[src/hdl/lfr_pkg.sv]
// ----------------------------------------------------------------------------
// lfr_pkg
// Shared types and constants of the line fragment reassembler.
// ----------------------------------------------------------------------------
package lfr_pkg;

	localparam int MAX_PIXELS    = 4096;
	localparam int MAX_FRAGMENTS = 16;
	localparam int PIX_AW        = $clog2(MAX_PIXELS);
	localparam int FRAG_W        = $clog2(MAX_FRAGMENTS);
	localparam int COUNT_W       = $clog2(MAX_FRAGMENTS + 1);
	localparam int CQ_DEPTH      = 4;
	localparam int CQ_PW         = $clog2(CQ_DEPTH);
	localparam int RQ_DEPTH      = 4;
	localparam int RQ_PW         = $clog2(RQ_DEPTH);

	typedef enum logic [2:0] {
		ST_WRITTEN = 3'd0,
		ST_DUP     = 3'd1,
		ST_IGNORED = 3'd2,
		ST_RANGE   = 3'd3,
		ST_READ    = 3'd4
	} lfr_status_t;

	typedef enum logic [1:0] {
		CMD_READ   = 2'd0,
		CMD_IGNORE = 2'd1,
		CMD_WRITE  = 2'd2
	} lfr_kind_t;

	typedef struct packed {
		logic        req_type;
		logic [7:0]  packet_type;
		logic [31:0] line_id;
		logic [7:0]  frag_idx;
		logic [12:0] frag_len;
		logic [7:0]  frag_total;
		logic [11:0] pixel_index;
		logic [7:0]  red_in;
		logic [7:0]  green_in;
		logic [7:0]  blue_in;
		logic        last_flag;
		logic [11:0] read_index;
	} lfr_in_t;

	typedef struct packed {
		lfr_status_t status;
		logic        line_complete;
		logic        line_ready;
		logic [31:0] completed_line_id;
		logic [7:0]  red_out;
		logic [7:0]  green_out;
		logic [7:0]  blue_out;
	} lfr_out_t;

	// classified item handed from front to back
	typedef struct packed {
		lfr_kind_t         kind;
		logic              range_bad;
		logic              rd_oob;
		logic [FRAG_W-1:0] frag;
		logic [31:0]       line_id;
		logic [7:0]        total;
		logic              last;
		logic [23:0]       rgb;
		logic [PIX_AW-1:0] addr;
	} lfr_cmd_t;

endpackage

[src/hdl/lfr_res_queue.sv]
// ----------------------------------------------------------------------------
// lfr_res_queue
// Result queue that parts the back end from the consumer.
// ----------------------------------------------------------------------------
module lfr_res_queue import lfr_pkg::*; (
	input  logic           clk,
	input  logic           arst_n,
	input  logic           wr,
	input  lfr_out_t       wdata,
	input  logic           rd,
	output lfr_out_t       rdata,
	output logic           full,
	output logic           empty,
	output logic [RQ_PW:0] count
);

	lfr_out_t         store_q [RQ_DEPTH];
	logic [RQ_PW-1:0] wr_ptr_q;
	logic [RQ_PW-1:0] rd_ptr_q;
	logic [RQ_PW:0]   count_q;

	assign full  = 32'(count_q) == RQ_DEPTH;
	assign empty = count_q == '0;
	assign count = count_q;
	assign rdata = store_q[rd_ptr_q];

	always_ff @(posedge clk) begin
		if (wr) begin
			store_q[wr_ptr_q] <= wdata;
		end
	end

	always_ff @(posedge clk or negedge arst_n) begin
		if (!arst_n) begin
			wr_ptr_q <= '0;
			rd_ptr_q <= '0;
			count_q  <= '0;
		end else begin
			if (wr) begin
				wr_ptr_q <= wr_ptr_q + 1'b1;
			end
			if (rd) begin
				rd_ptr_q <= rd_ptr_q + 1'b1;
			end
			if (wr && !rd) begin
				count_q <= count_q + 1'b1;
			end else if (rd && !wr) begin
				count_q <= count_q - 1'b1;
			end
		end
	end

endmodule

[config.mk]
export PLATFORM = sky130hd
export DESIGN_NAME = lfr_res_queue
export DESIGN_NICKNAME = d
export VERILOG_FILES = /design/src/hdl/lfr_pkg.sv /design/src/hdl/lfr_res_queue.sv
export SDC_FILE = /design/constraint.sdc
export NUM_CORES = 1
export LEC_CHECK = 0
export BUFFER_PORTS_ARGS = -buffer_cell sky130_fd_sc_hd__buf_4
export CORE_MARGIN = 4
export CORE_UTILIZATION = 51
export CTS_CLUSTER_DIAMETER = 120
export CTS_CLUSTER_SIZE = 8
export DETAILED_ROUTE_END_ITERATION = 8
export HOLD_SLACK_MARGIN = 0.15
export PLACE_DENSITY_LB_ADDON = 0.12
export SETUP_SLACK_MARGIN = 0.05
export SYNTH_ARGS = -nofsm -noshare
export SYNTH_HDL_FRONTEND = slang
export SYNTH_SLANG_ARGS = --single-unit
export TNS_END_PERCENT = 30
[constraint.sdc]
create_clock -name clk -period 2.65 [get_ports clk]
set_input_delay 0.265 -clock clk [delete_from_list [all_inputs] [get_ports clk]]
set_output_delay 0.265 -clock clk [all_outputs]
set_load 0.02 [all_outputs]
==> summary.md <==
| Metric | Value |
|---|---|
| Max Cap Violations | 0 |
| Total of warnings raised by yosys | 0 |
| Clk_skew | around 0.024 ns |
| Most frequent cells in the layout | edfxtp_1 (244), buf_4 (136), dlygate4sd3_1 (65) |
| Share of post-route cells with drive strength above 1 | a little over two fifths |
| Synthesized area | just over 9000 sq um |
| Via-to-Cell Ratio | 5.31 |
| Status | completed |
| Hold Path Stages | 1 |
| Die area | a little over 20000 sq um |
| Post-DP HPWL | roughly 9.5 mm |
| Post-synth cell types | 19 |
| Max clock buf depth | 3 |
| Peak supply drop | 0.000802 V |
| Net Count, Synth | 424 |
| Largest net degree at the start of global routing | 38 |
| Initial drt markers | 180 |
| Critical path class | flip-flop to output port |
| IO buf count | 130 |
| Average cell area after synthesis | between 20 and 30 sq um |
| Clock sinks | approximately 250 |
| Commonest non-fill, non-tap cell in the layout | edfxtp_1 |
| Routed wire length | between 15 and 20 mm |
| Flop and latch count out of synthesis | 251 |
| P_leak | around 0.0043 uW |
| Crit path max fanout | 36 |
| RSZ-0062 raised after global routing | no |
| Hold WC Path Type | flip-flop to flip-flop |
| Final hold vios | 0 |
| Crit path required time | approximately 2.4 ns |
| Crit path capture type | output port |
| Initial core utilization | around half |
| H-tree Lvls | 2 |
| Root buf cell | clkbuf_16 |
| Sequential area share after synthesis | 80.9% |
| Worst Reg-to-Reg Cells | 4 |
| Num CTS Buffers | 37 |
| Worst slew pin tran | ~0.56 ns |
| Fin crit share | 93.1% |
| Fmax | 0.405 GHz |
| RD Place Congestion | approximately 0.7 |
| Setup TNS | 0 ns |
| # setup viols final | 0 |
| Height of the die | about 140 microns |
| GR Overflow Total | 0 |
| I/O pin count | 131 |
| Power per Cell Area | roughly 1100 nW/um^2 |
| Worst skew pair latency | approximately 0.5 ns |
| Post-DRT Antenna Nets | 0 |
| Min cycle time layout | 2.47 ns |
| Placeable core area | 17900 sq um |
| # rows | a little under 50 |
| WL/cell | 20.1 microns |
| GRT Util Overall | around 17% |
| CTS tree | yes |
| DP Area | about 11000 sq um |
| Clock transition at the registers of the reported paths | ~0.05 ns |
| Worst EP arrival | around 2.2 ns |
| Synth Instances | ~350 |
| Die Wd | approximately 140 microns |
| Vias in the first global route | ~4900 |
| Final Max Slew Viols | 0 |
| Setup bufs post-CTS | 0 |
| DRC | 0 |
| Synthesis-to-layout area growth | 31.3% |
| Slew HR | 62.6% |
| CP Launch Type | flip-flop |
| Net count, final | roughly 650 |
| N_diodes | 0 |
| First-pass GRT wire length | about 26 mm |
| Routed via count | 4347 |
| Initial antenna violation count | 0 |
| Cell area after layout | about 12000 sq um |
| TritonRoute pass-1 iters | 4 |
==> routing by layer <==
metal	vias to the layer above	GRT usage (%)	share of wire, %
met5	-	0	0
met1	2229	20.6	40
met2	129	28.7	52
met3	31	4.96	6.7
li1	1958	-	-
met4	0	5.05	1.8
==> sequential cells by signal, summed over array words and instances (netlist names) <==
signal    count
wr_ptr_q      2
store_q     244
rd_ptr_q      2
count         3
==> final cells by class <==
cell class | count | area, sq um
multi-input cells | 84 | 1600
clock inverters | 2 | 16.3
clock buffers | 44 | 995
fillers | 1154 | 5730
well taps | 229 | 287
repair buffers | 205 | 1760
flip-flops and latches | 251 | 7510
inverters | 4 | 15.0
==> timing repair <==
action,4_1_cts,5_1_grt
hold buffers,65,0
setup endpoints to repair,0,3
gates resized for setup,0,1
hold endpoints to repair,255,0
==> worst paths after layout <==
check | slack, ns | end | startpoint
hold / removal | 0.52 | count[2] | count[2]
max in group asynchronous | 1.63 | rd_ptr_q[0] | arst_n
setup / recovery | 0.18 | rdata[47] | rd_ptr_q[0]
setup reg to reg | 0.89 | store_q[1][17] | wr_ptr_q[1]
min in group asynchronous | 0.74 | count[1] | arst_n
hold reg to reg | 0.52 | count[2] | count[2]
==> worst max-delay path, cell delays in order, from the launching register on <==
cell,delay [ns]
dfrtp_4,0.60
buf_16,0.30
mux4_1,0.59
buf_4,0.17
==> cell families after synthesis <==
kind of cell,synth area share (%)
AOI/OAI and AO/OA,0.0539
adders and majority gates,0.891
DFF,80.9
and+or+nand+nor,0.526
buffers and inverters,1.96
xor gates and xnor gates,0.567
muxes,15.1
==> per-stage QoR <==
step | hold slack, ns | util (%) | power, uW | setup WS (ns) | std cells
after global routing | 0.503 | 68.0 | 14600 | 0.0541 | 819
after global placement | 0.0831 | 58.7 | 9920 | 0.646 | 708
after detailed placement | 0.0841 | 58.7 | 9980 | 0.644 | 708
after CTS | 0.489 | 68.0 | 14100 | 0.111 | 819
after floorplan | -0.0306 | - | 8410 | 0.171 | 353
final | 0.516 | 68.0 | 13900 | 0.184 | 819
==> synthesized netlist by cell type (all sizes together) <==
cell type / count / share of area (%)
edfxtp: 244 / 79
mux4: 61 / 15
buf: 14 / 1.8
dfrtp: 7 / 1.9
ha: 5 / 0.67
and2: 4 / 0.27
inv: 4 / 0.16
xor2: 4 / 0.38
nand2: 2 / 0.081
xnor2: 2 / 0.19
fa: 1 / 0.22
mux2: 1 / 0.12
nor2: 1 / 0.040
nor3: 1 / 0.054
nor3b: 1 / 0.081
o21ai: 1 / 0.054
==> report_power, final <==
part | internal [uW] | switching (uW)
registers | 5210 | 240
logic | 2080 | 2350
clock network | 2590 | 1450
Note: power is estimated with default switching activity, not from simulation.
