$ cat src/hdl/lfr_pkg.sv
// ----------------------------------------------------------------------------
// lfr_pkg
// Shared types and constants of the line fragment reassembler.
// ----------------------------------------------------------------------------
package lfr_pkg;

	localparam int MAX_PIXELS    = 4096;
	localparam int MAX_FRAGMENTS = 16;
	localparam int PIX_AW        = $clog2(MAX_PIXELS);
	localparam int FRAG_W        = $clog2(MAX_FRAGMENTS);
	localparam int COUNT_W       = $clog2(MAX_FRAGMENTS + 1);
	localparam int CQ_DEPTH      = 4;
	localparam int CQ_PW         = $clog2(CQ_DEPTH);
	localparam int RQ_DEPTH      = 4;
	localparam int RQ_PW         = $clog2(RQ_DEPTH);

	typedef enum logic [2:0] {
		ST_WRITTEN = 3'd0,
		ST_DUP     = 3'd1,
		ST_IGNORED = 3'd2,
		ST_RANGE   = 3'd3,
		ST_READ    = 3'd4
	} lfr_status_t;

	typedef enum logic [1:0] {
		CMD_READ   = 2'd0,
		CMD_IGNORE = 2'd1,
		CMD_WRITE  = 2'd2
	} lfr_kind_t;

	typedef struct packed {
		logic        req_type;
		logic [7:0]  packet_type;
		logic [31:0] line_id;
		logic [7:0]  frag_idx;
		logic [12:0] frag_len;
		logic [7:0]  frag_total;
		logic [11:0] pixel_index;
		logic [7:0]  red_in;
		logic [7:0]  green_in;
		logic [7:0]  blue_in;
		logic        last_flag;
		logic [11:0] read_index;
	} lfr_in_t;

	typedef struct packed {
		lfr_status_t status;
		logic        line_complete;
		logic        line_ready;
		logic [31:0] completed_line_id;
		logic [7:0]  red_out;
		logic [7:0]  green_out;
		logic [7:0]  blue_out;
	} lfr_out_t;

	// classified item handed from front to back
	typedef struct packed {
		lfr_kind_t         kind;
		logic              range_bad;
		logic              rd_oob;
		logic [FRAG_W-1:0] frag;
		logic [31:0]       line_id;
		logic [7:0]        total;
		logic              last;
		logic [23:0]       rgb;
		logic [PIX_AW-1:0] addr;
	} lfr_cmd_t;

endpackage

$ cat src/hdl/lfr_cmd_queue.sv
// ----------------------------------------------------------------------------
// lfr_cmd_queue
// Short queue of classified items between front and back.
// ----------------------------------------------------------------------------
module lfr_cmd_queue import lfr_pkg::*; (
	input  logic     clk,
	input  logic     arst_n,
	input  logic     wr,
	input  lfr_cmd_t wdata,
	input  logic     rd,
	output lfr_cmd_t rdata,
	output logic     full,
	output logic     empty
);

	lfr_cmd_t         store_q [CQ_DEPTH];
	logic [CQ_PW-1:0] wr_ptr_q;
	logic [CQ_PW-1:0] rd_ptr_q;
	logic [CQ_PW:0]   count_q;

	assign full  = 32'(count_q) == CQ_DEPTH;
	assign empty = count_q == '0;
	assign rdata = store_q[rd_ptr_q];

	always_ff @(posedge clk) begin
		if (wr) begin
			store_q[wr_ptr_q] <= wdata;
		end
	end

	always_ff @(posedge clk or negedge arst_n) begin
		if (!arst_n) begin
			wr_ptr_q <= '0;
			rd_ptr_q <= '0;
			count_q  <= '0;
		end else begin
			if (wr) begin
				wr_ptr_q <= wr_ptr_q + 1'b1;
			end
			if (rd) begin
				rd_ptr_q <= rd_ptr_q + 1'b1;
			end
			if (wr && !rd) begin
				count_q <= count_q + 1'b1;
			end else if (rd && !wr) begin
				count_q <= count_q - 1'b1;
			end
		end
	end

endmodule

$ cat config.mk
export PLATFORM = sky130hd
export DESIGN_NAME = lfr_cmd_queue
export DESIGN_NICKNAME = d
export VERILOG_FILES = /design/src/hdl/lfr_pkg.sv /design/src/hdl/lfr_cmd_queue.sv
export SDC_FILE = /design/constraint.sdc
export NUM_CORES = 1
export LEC_CHECK = 0
export ABC_CLOCK_PERIOD_IN_PS = 3300
export BUFFER_PORTS_ARGS = -buffer_cell sky130_fd_sc_hd__buf_2
export CAP_MARGIN = 20
export CORE_UTILIZATION = 55
export CTS_BUF_LIST = sky130_fd_sc_hd__clkbuf_8 sky130_fd_sc_hd__clkbuf_16
export DETAILED_ROUTE_END_ITERATION = 8
export HOLD_SLACK_MARGIN = 0.12
export PLACE_DENSITY_LB_ADDON = 0.05
export SETUP_SLACK_MARGIN = 0.05
export SYNTH_ARGS = -nofsm -noshare
export SYNTH_HDL_FRONTEND = slang
export SYNTH_SLANG_ARGS = --single-unit
$ cat constraint.sdc
create_clock -name clk -period 3.3 [get_ports clk]
set_input_delay 0.495 -clock clk [delete_from_list [all_inputs] [get_ports clk]]
set_output_delay 0.495 -clock clk [all_outputs]
set_load 0.05 [all_outputs]
==> results.md <==
* CP required at 2.80 ns
* Slew margin rel. at 65.3%
* Xor and xnor area share after synthesis at 0.414%
* Placer Congestion at 0.721
* Worst hold path class: in -> reg
* First-pass GRT wire length at 35.0 mm
* Fin crit period at 2.87 ns
* Max incr delay on CP at 0.66 ns
* Worst r2r src: wr_ptr_q[0]$_DFFE_PN0P_
* Worst R2R Setup Slack at 1.43 ns
* Clock Skew at 0.0118 ns
* CTS HTree Levels at 2
* Drt via density at 5.68
* DR DRC count at 0
* Max Slew Vio Count at 0
* Worst slew pin tran at 0.521 ns
* Die width at 154 microns
* Final setup fails at 0
* Adder-cell share of the synthesized area at 0.651%
* Post-synthesis compound-gate area fraction at 0.0395%
* Crit end category: output pin
* Most area-consuming cells after synthesis: edfxtp_1 81%, mux4_2 15%, dfrtp_1 1.4%
* Startpoint class of the critical path: flop
* PostCTS Resize Cnt at 0
* Die ar. at 23700 sq um
* Post-Syn Nets at 574
* Crit path to: rdata[69]
* Initial antenna violation count at 3
* Part of the cycle the worst path needs at 86.9%
* Largest net degree at the start of global routing at 44
* Critical path startpoint: rd_ptr_q[0]$_DFFE_PN0P_
* FP Rows at 55
* CP max stage cell: dfrtp_4
* Clock Tree Root: clkbuf_16
* Core Region at 22600 sq um
* Hold slack at 0.210 ns
* Mapped Cells at 479
* Max cap viols at 0
* Pre-Repair DR Iteration Count at 4
* Share of layout cells above drive strength 1 at 46.6%
* Dpl cells at 933
* Worst VDD drop at 0.000579 V
* Worst skew pair latency at 0.50 ns
* CP cell instances: buf_4 > mux4_2 > buf_2
* Cell taking the most area after synthesis: edfxtp_1
* CTS Buf Count at 36
* Status: finished, final reports clean
* Synth-to-Final Area Change at 19.1%
* Max Fclk at 349 MHz
* Hold_sp: wdata[69]
* Layout Nets at 782
* Gr usage total at 20.0%
* Post-DP Area at 13900 sq um
* Clk sinks at 347
* Wirelength per Cell at 22.8 microns
* CP Class: reg -> out
* Non-filler cells, final at 998
* RSZ-0062 raised after global routing: no
* Total wire length at 22.8 mm
* Hold Violations, Final at 0
* Post-synth top area share at 80.5%
* Synth Warn # at 0
* Synth cell types at 21
* Die height at 154 microns
* Clock transition at the registers of the reported paths at 0.06 ns
* Sequential cell area fraction in the yosys report at 81.9%
* Critical R2R Capture: store_q[2][29]$_DFFE_PP_
* PortBufs at 175
* TritonCTS clock tree: yes
* LEAKAGE at 5.23 nW
* FF+latch count, synth at 347
* Vias at 5669
* IO Pins at 176
* Effective utilization at floorplan at 56.0%
* CP arrival at 2.37 ns
* Syn Std Cell Area at 12700 sq um
* Hpwl dp at 13.5 mm
* DR iter-0 viols at 318
* Largest family of logic cells by synthesized area: multiplexers
* Mux contribution to synthesized area at 15.2%
* Post-DRT Antenna Nets at 0
* CP Max Fanout at 18
* Total gr overflow at 0
* Post-Synth Simple-Gate Area at 0.385%
* PD cells at 1050 nW/um^2
* Fin area at 15100 sq um
* Avg Inst Size Synth at 26.5 sq um
* Setup TNS at 0 ns
* Vias in the first global route at 6187
* Clk buf depth at 3
* Worst-case reg-to-reg path depth at 4
-- cell type report --
type	instances	area [sq um]
Multi-Input combinational cell	108	2120
Timing Repair Buffer	190	1070
Inverter	4	15.0
Clock inverter	20	161
Tap cell	285	357
Sequential cell	347	10400
Antenna cell	3	7.51
Clock buffer	41	981
Fill cell	1412	7540
-- worst min-delay path by stage --
stage                               endpoint  slack, ns  depth (start not counted)
CTS                 store_q[0][69]$_DFFE_PP_       0.19                          1
global route        store_q[3][76]$_DFFE_PP_       0.19                          1
detailed placement    count_q[1]$_DFFE_PN0P_       0.34                          1
floorplan             count_q[0]$_DFFE_PN0P_       0.20                          0
finish              store_q[0][69]$_DFFE_PP_       0.21                          1
global placement      count_q[1]$_DFFE_PN0P_       0.34                          1
-- synthesized netlist by cell type, drive strengths merged --
| cell type | count |
|---|---|
| nor3 | 1 |
| dfrtp | 7 |
| buf | 17 |
| edfxtp | 340 |
| xor2 | 4 |
| and2 | 4 |
| fa | 1 |
| xnor2 | 2 |
| inv | 4 |
| nor3b | 1 |
| clkbuf | 3 |
| nor2 | 1 |
| mux2 | 1 |
| ha | 5 |
| mux4 | 85 |
| o21ai | 1 |
| nand2 | 2 |
-- metrics by stage --
| stage | utilization, % | total power, mW | worst slack [ns] |
|---|---|---|---|
| 2_1_floorplan | - | 10.8 | 0.256 |
| 3_3_place_gp | 61.6 | 12.0 | 0.939 |
| 3_5_place_dp | 61.6 | 12.1 | 0.933 |
| 4_1_cts | 66.7 | 16.0 | 0.338 |
| 5_1_grt | 66.7 | 16.4 | 0.286 |
| 6_report | 66.7 | 15.8 | 0.433 |
-- layout by cell type, fill, tap and decap left out, types with 6 or more instances in the layout --
cell,instances
edfxtp_1,340
buf_2,175
mux4_2,85
clkbuf_16,37
inv_1,8
buf_4,8
clkinv_1,7
clkinv_2,6
buf_12,6
-- registers in the layout, summed over array words and instances (netlist names) --
name	count
count_q	3
rd_ptr_q	2
wr_ptr_q	2
store_q	340
-- cells by family after synthesis --
logic type / after synthesis
xor gates and xnor gates: 6
muxes: 86
AOI/OAI and AO/OA: 1
adders and majority gates: 6
and+or+nand+nor: 9
DFF: 347
buffers and inverters: 24
-- report_power, final --
part	switching, mW	total (mW)	internal [mW]
Sequential	0.304	6.07	5.77
Clock	1.52	3.87	2.34
Combinational	4.09	5.87	1.78
Total	5.92	15.8	9.89
-- layer usage --
metal / routed length, microns / global-route usage (%) / vias to the layer above
li1: - / - / 2477
met1: 9390 / 26.0 / 2989
met2: 11400 / 32.8 / 162
met3: 1460 / 5.81 / 39
met4: 459 / 6.33 / 2
met5: 10 / 0 / -
-- worst max-delay path, delay by kind of cell, from the launching register on --
family,cells,cell delay [ns]
flip-flops,1,0.66
multiplexers,1,0.57
buffers and inverters,2,0.63
-- timing repair --
action,4_1_cts,5_1_grt
buffers inserted,0,0
endpoints found under the hold margin,7,0
hold buffers,1,0
Power figures use the tool's default switching activity.
