===== config.mk =====
export PLATFORM = sky130hd
export DESIGN_NAME = lfr_front
export DESIGN_NICKNAME = d
export VERILOG_FILES = /design/src/hdl/lfr_pkg.sv /design/src/hdl/lfr_front.sv
export SDC_FILE = /design/constraint.sdc
export NUM_CORES = 1
export LEC_CHECK = 0
export BUFFER_PORTS_ARGS = -buffer_cell sky130_fd_sc_hd__buf_2
export CAP_MARGIN = 20
export CORE_AREA = 3 3 94 132
export DETAILED_ROUTE_END_ITERATION = 8
export DIE_AREA = 0 0 97 135
export MAX_ROUTING_LAYER = met4
export PLACE_DENSITY_LB_ADDON = 0.2
export SYNTH_ARGS = -nofsm -noshare
export SYNTH_HDL_FRONTEND = slang
export SYNTH_SLANG_ARGS = --single-unit

===== constraint.sdc =====
create_clock -name clk -period 6.9 [get_ports clk]
set_input_delay 1.38 -clock clk [delete_from_list [all_inputs] [get_ports clk]]
set_output_delay 1.38 -clock clk [all_outputs]
set_load 0.05 [all_outputs]

===== src/hdl/lfr_pkg.sv =====
// ----------------------------------------------------------------------------
// lfr_pkg
// Shared types and constants of the line fragment reassembler.
// ----------------------------------------------------------------------------
package lfr_pkg;

	localparam int MAX_PIXELS    = 4096;
	localparam int MAX_FRAGMENTS = 16;
	localparam int PIX_AW        = $clog2(MAX_PIXELS);
	localparam int FRAG_W        = $clog2(MAX_FRAGMENTS);
	localparam int COUNT_W       = $clog2(MAX_FRAGMENTS + 1);
	localparam int CQ_DEPTH      = 4;
	localparam int CQ_PW         = $clog2(CQ_DEPTH);
	localparam int RQ_DEPTH      = 4;
	localparam int RQ_PW         = $clog2(RQ_DEPTH);

	typedef enum logic [2:0] {
		ST_WRITTEN = 3'd0,
		ST_DUP     = 3'd1,
		ST_IGNORED = 3'd2,
		ST_RANGE   = 3'd3,
		ST_READ    = 3'd4
	} lfr_status_t;

	typedef enum logic [1:0] {
		CMD_READ   = 2'd0,
		CMD_IGNORE = 2'd1,
		CMD_WRITE  = 2'd2
	} lfr_kind_t;

	typedef struct packed {
		logic        req_type;
		logic [7:0]  packet_type;
		logic [31:0] line_id;
		logic [7:0]  frag_idx;
		logic [12:0] frag_len;
		logic [7:0]  frag_total;
		logic [11:0] pixel_index;
		logic [7:0]  red_in;
		logic [7:0]  green_in;
		logic [7:0]  blue_in;
		logic        last_flag;
		logic [11:0] read_index;
	} lfr_in_t;

	typedef struct packed {
		lfr_status_t status;
		logic        line_complete;
		logic        line_ready;
		logic [31:0] completed_line_id;
		logic [7:0]  red_out;
		logic [7:0]  green_out;
		logic [7:0]  blue_out;
	} lfr_out_t;

	// classified item handed from front to back
	typedef struct packed {
		lfr_kind_t         kind;
		logic              range_bad;
		logic              rd_oob;
		logic [FRAG_W-1:0] frag;
		logic [31:0]       line_id;
		logic [7:0]        total;
		logic              last;
		logic [23:0]       rgb;
		logic [PIX_AW-1:0] addr;
	} lfr_cmd_t;

endpackage


===== src/hdl/lfr_front.sv =====
// ----------------------------------------------------------------------------
// lfr_front
// Accepts items, holds the packet type register and classifies each item.
// ----------------------------------------------------------------------------
module lfr_front import lfr_pkg::*; (
	input  logic     clk,
	input  logic     arst_n,
	input  logic     push,
	input  logic     full,
	input  lfr_in_t  req,
	input  logic     cfg_valid,
	output logic     cfg_ready,
	input  logic [7:0] cfg_data,
	output logic     cmd_push,
	output lfr_cmd_t cmd
);

	logic [7:0]  exp_type_q;
	logic [20:0] prod;
	logic [21:0] offset;

	assign cfg_ready = 1'b1;

	always_ff @(posedge clk or negedge arst_n) begin
		if (!arst_n) begin
			exp_type_q <= '0;
		end else if (cfg_valid && cfg_ready) begin
			exp_type_q <= cfg_data;
		end
	end

	assign cmd_push = push && !full;
	assign prod     = 21'(req.frag_idx) * 21'(req.frag_len);
	assign offset   = 22'(prod) + 22'(req.pixel_index);

	always_comb begin
		cmd.range_bad = (32'(req.frag_idx) >= MAX_FRAGMENTS)
			|| ({1'b0, req.pixel_index} >= req.frag_len)
			|| (32'(offset) >= MAX_PIXELS);
		cmd.rd_oob  = 32'(req.read_index) >= MAX_PIXELS;
		cmd.frag    = FRAG_W'(req.frag_idx);
		cmd.line_id = req.line_id;
		cmd.total   = req.frag_total;
		cmd.last    = req.last_flag;
		cmd.rgb     = {req.red_in, req.green_in, req.blue_in};
		if (req.req_type) begin
			cmd.kind = CMD_READ;
			cmd.addr = PIX_AW'(req.read_index);
		end else if (req.packet_type != exp_type_q) begin
			cmd.kind = CMD_IGNORE;
			cmd.addr = PIX_AW'(offset);
		end else begin
			cmd.kind = CMD_WRITE;
			cmd.addr = PIX_AW'(offset);
		end
	end

endmodule


==> results.tsv <==
metric	value	unit
run_status	finished with violations	
violations	setup timing	
cts_tree	built	
clock_sinks	8	
cp.arrival	5.79	ns
p_leak	3.398	nW
p_switching	1.295	mW
layout-drive-gt1-share	36.35	%
worst_hold_path.endpoint	exp_type_q[0]	
dr_wl_met2	7323	um
clk_latency	0.23	ns
path_clk_slew	0.04	ns
cts_root_buffer	clkbuf_16	
synth_top_cell_area_share	30.09	%
max-vdd-ir-drop	256.0	uV
synth.most_common_cell	inv_1	
top_layer	met4	
antenna_found_initial	0	
yosysTopAreaCell	fa_1	
synth_common_cells	inv_1 (126), fa_1 (78), buf_4 (71), and2_1 (60), nand2_1 (60)	
switching_share	49.93	%
cp_max_fo	10	
grt-ovfl-total	0	
hold_start	exp_type_q[0]	
seqPwrFrac	2.1	%
fp.coreArea	11340	um^2
wl_met3	577	um
finalHoldViolCount	0	
fmax	0.1394	GHz
reg2reg_to	exp_type_q[1]	
seq_area_frac_synth	3.857	%
setup_tns	-0.2726	ns
p_clk_share	3.7	%
synth_area	5190	um^2
p_total	2.594	mW
setup-violations-final	1	
num_rows	46	
reg2regPathDepth	1	
worst_slack	-0.2726	ns
r2r_slack	6.11	ns
instances_no_fill	851	
rsz0062_at_grt	yes	
start_kind	input pin	
vias	4409	
htreeDepth	1	
synthFlopType	dfrtp_1	
fin_hold_ws	0.5257	ns
place_congestion	0.8507	
register_area	200.2	um^2
drt_iter0_drc	74	
period_needed	7.173	ns
ys_top_cells_by_area	fa_1 (30%), ha_1 (14%), buf_4 (10%)	
grtUsageTotal	20.16	%
dieArea	13100	um^2
synthAdderAreaFrac	44.07	%
grt_max_degree	22	
internal-power	1.299	mW
initial_core_util	45.77	%
avgSynthCellArea	8.384	um^2
muxShareOfSynthArea	2.797	%
postRouteAntennaNets	0	
io_pins	219	
period_share	104.0	%
p_per_area	404.4	nW/um^2
n_fill_cell	1039	
dp.cells	837	
first_global_vias	5027	
hold_buffers	0	
hp-class	reg -> reg	
cap_violations	0	
die_w	97	um
synth_async_sr_flop_share	100.0	%
cp.required	5.52	ns
synth_compound_area_share	10.10	%
path_class	in -> out	
drv_slew	0	
combinationalPowerShare	94.1	%
fin_skew	0	ns
hold_depth	1	
avgViaCountPerCell	5.181	
detail_route.wl_per_cell	14.95	um
end_kind	output port	
worst_slew_pin_slew	0.4930	ns
synthToLayoutAreaGrowth	23.60	%
syn_nets	887	
port_buffers	86	
reg2reg_from	exp_type_q[1]	
synth_enable_flop_cells	0	
cts_buffer_depth	2	
antenna_cells	0	
synth_warnings	0	
largest_reg_flops	8	
dp_hpwl	10690	um
syn-instance-count	619	
ys_seq_elements	8	
wl	12720	um
synth_cell_type_count	56	
reg.largest.list	exp_type_q (8)	
grt_first_pass_wirelength	21710	um
synth_top_family_by_area	adder cells	
multi_input_area	4255	um^2
cts_made_buffers	3	
largest-register	exp_type_q	
met1_length	4522	um
slew_headroom	66.71	%
post-route-drc-count	0	
finalNetCount	977	
fp.dieH	135	um
synth-simple-area-share	15.60	%
firstDrtPassIters	4	
yosys.area_share.xor_xnor	2.869	%
## per-layer routing
| metal | global-route usage, % | up-vias |
|---|---|---|
| met3 | 2.946 | 29 |
| li1 | - | 2047 |
| met1 | 19.62 | 2184 |
| met2 | 40.78 | 149 |
| met4 | 5.543 | 0 |
| met5 | - | - |
## cell type report
cell class / count / area share, %
Sequential cell: 8 / 3.121
Inverter: 126 / 7.373
Multi-Input combinational cell: 398 / 66.34
Tap cell: 144 / 2.809
Timing Repair Buffer: 172 / 19.19
Clock buffer: 3 / 1.170
## power groups by stage
stage / clock network [mW] / registers [mW] / logic (mW)
6_report: 0.0965 / 0.0553 / 2.44
5_1_grt: 0.100 / 0.0560 / 2.71
4_1_cts: 0.0978 / 0.0554 / 2.11
3_5_place_dp: 0 / 0.0559 / 1.98
3_3_place_gp: 0 / 0.0554 / 1.96
2_1_floorplan: 0 / 0.0549 / 1.47
## cell families (layout without fill, tap and decap cells)
family                   after synthesis  in the layout
buffers and inverters                213            301
AND/OR/NAND/NOR                      154            154
adder cells (fa/ha/maj)              136            136
AO/OA/AOI/OAI                         76             76
XOR/XNOR                              17             17
multiplexers                          13             13
flip-flops                             8              8
other                                  2              2
## worst max path at each step
stage / start / to / slack [ns]
4_1_cts: req[63] / cmd[82] / -0.28
6_report: req[75] / cmd[82] / -0.27
5_1_grt: req[73] / cmd[82] / -0.43
3_5_place_dp: req[74] / cmd[82] / -0.36
2_1_floorplan: req[77] / cmd[82] / -0.17
3_3_place_gp: req[74] / cmd[82] / -0.35
## critical path, cell delays in order
cell and delay (ns):
buf_4 0.15, buf_4 0.16, and2_1 0.16, fa_1 0.53, inv_1 0.05, fa_1 0.50
inv_1 0.06, fa_1 0.47, ha_1 0.33, ha_4 0.28, buf_4 0.11, o21ai_1 0.05
a31o_2 0.20, nor3_2 0.17, o211ai_1 0.12, or3_4 0.40, nor4_4 0.29, nand4_1 0.17
buf_6 0.19
## timing repair
item / CTS / global route
gates resized for setup: 35 / 69
hold endpoints to repair: 0 / 0
endpoints found under the setup margin: 3 / 3
pin swaps: 20 / 42
buffers inserted: 4 / 7
cloned: 0 / 0
## layout by cell type (no fill, tap or decap), types with 4 or more instances in the layout
cell type  count
inv_1        121
buf_4         84
fa_1          73
buf_2         67
nand2_1       53
and2_1        50
ha_1          49
a21oi_1       14
buf_6         14
xor2_1        13
mux2_2        12
and2_4        10
o21ai_0        9
ha_4           8
dfrtp_1        8
nand2_2        5
inv_2          5
a21oi_2        5
fa_2           5
a21o_1         4
nor3_2         4
buf_8          4
## metrics by stage
step | setup WS, ns | cell area (um^2) | utilization (%)
detailed placement | -0.3554 | 5863 | 51.71
CTS | -0.2842 | 6081 | 53.63
global route | -0.4267 | 6415 | 56.58
finish | -0.2726 | 6415 | 56.58
floorplan | -0.1661 | 5395 | -
global placement | -0.3521 | 5863 | 51.71
Power figures use the tool's default switching activity.
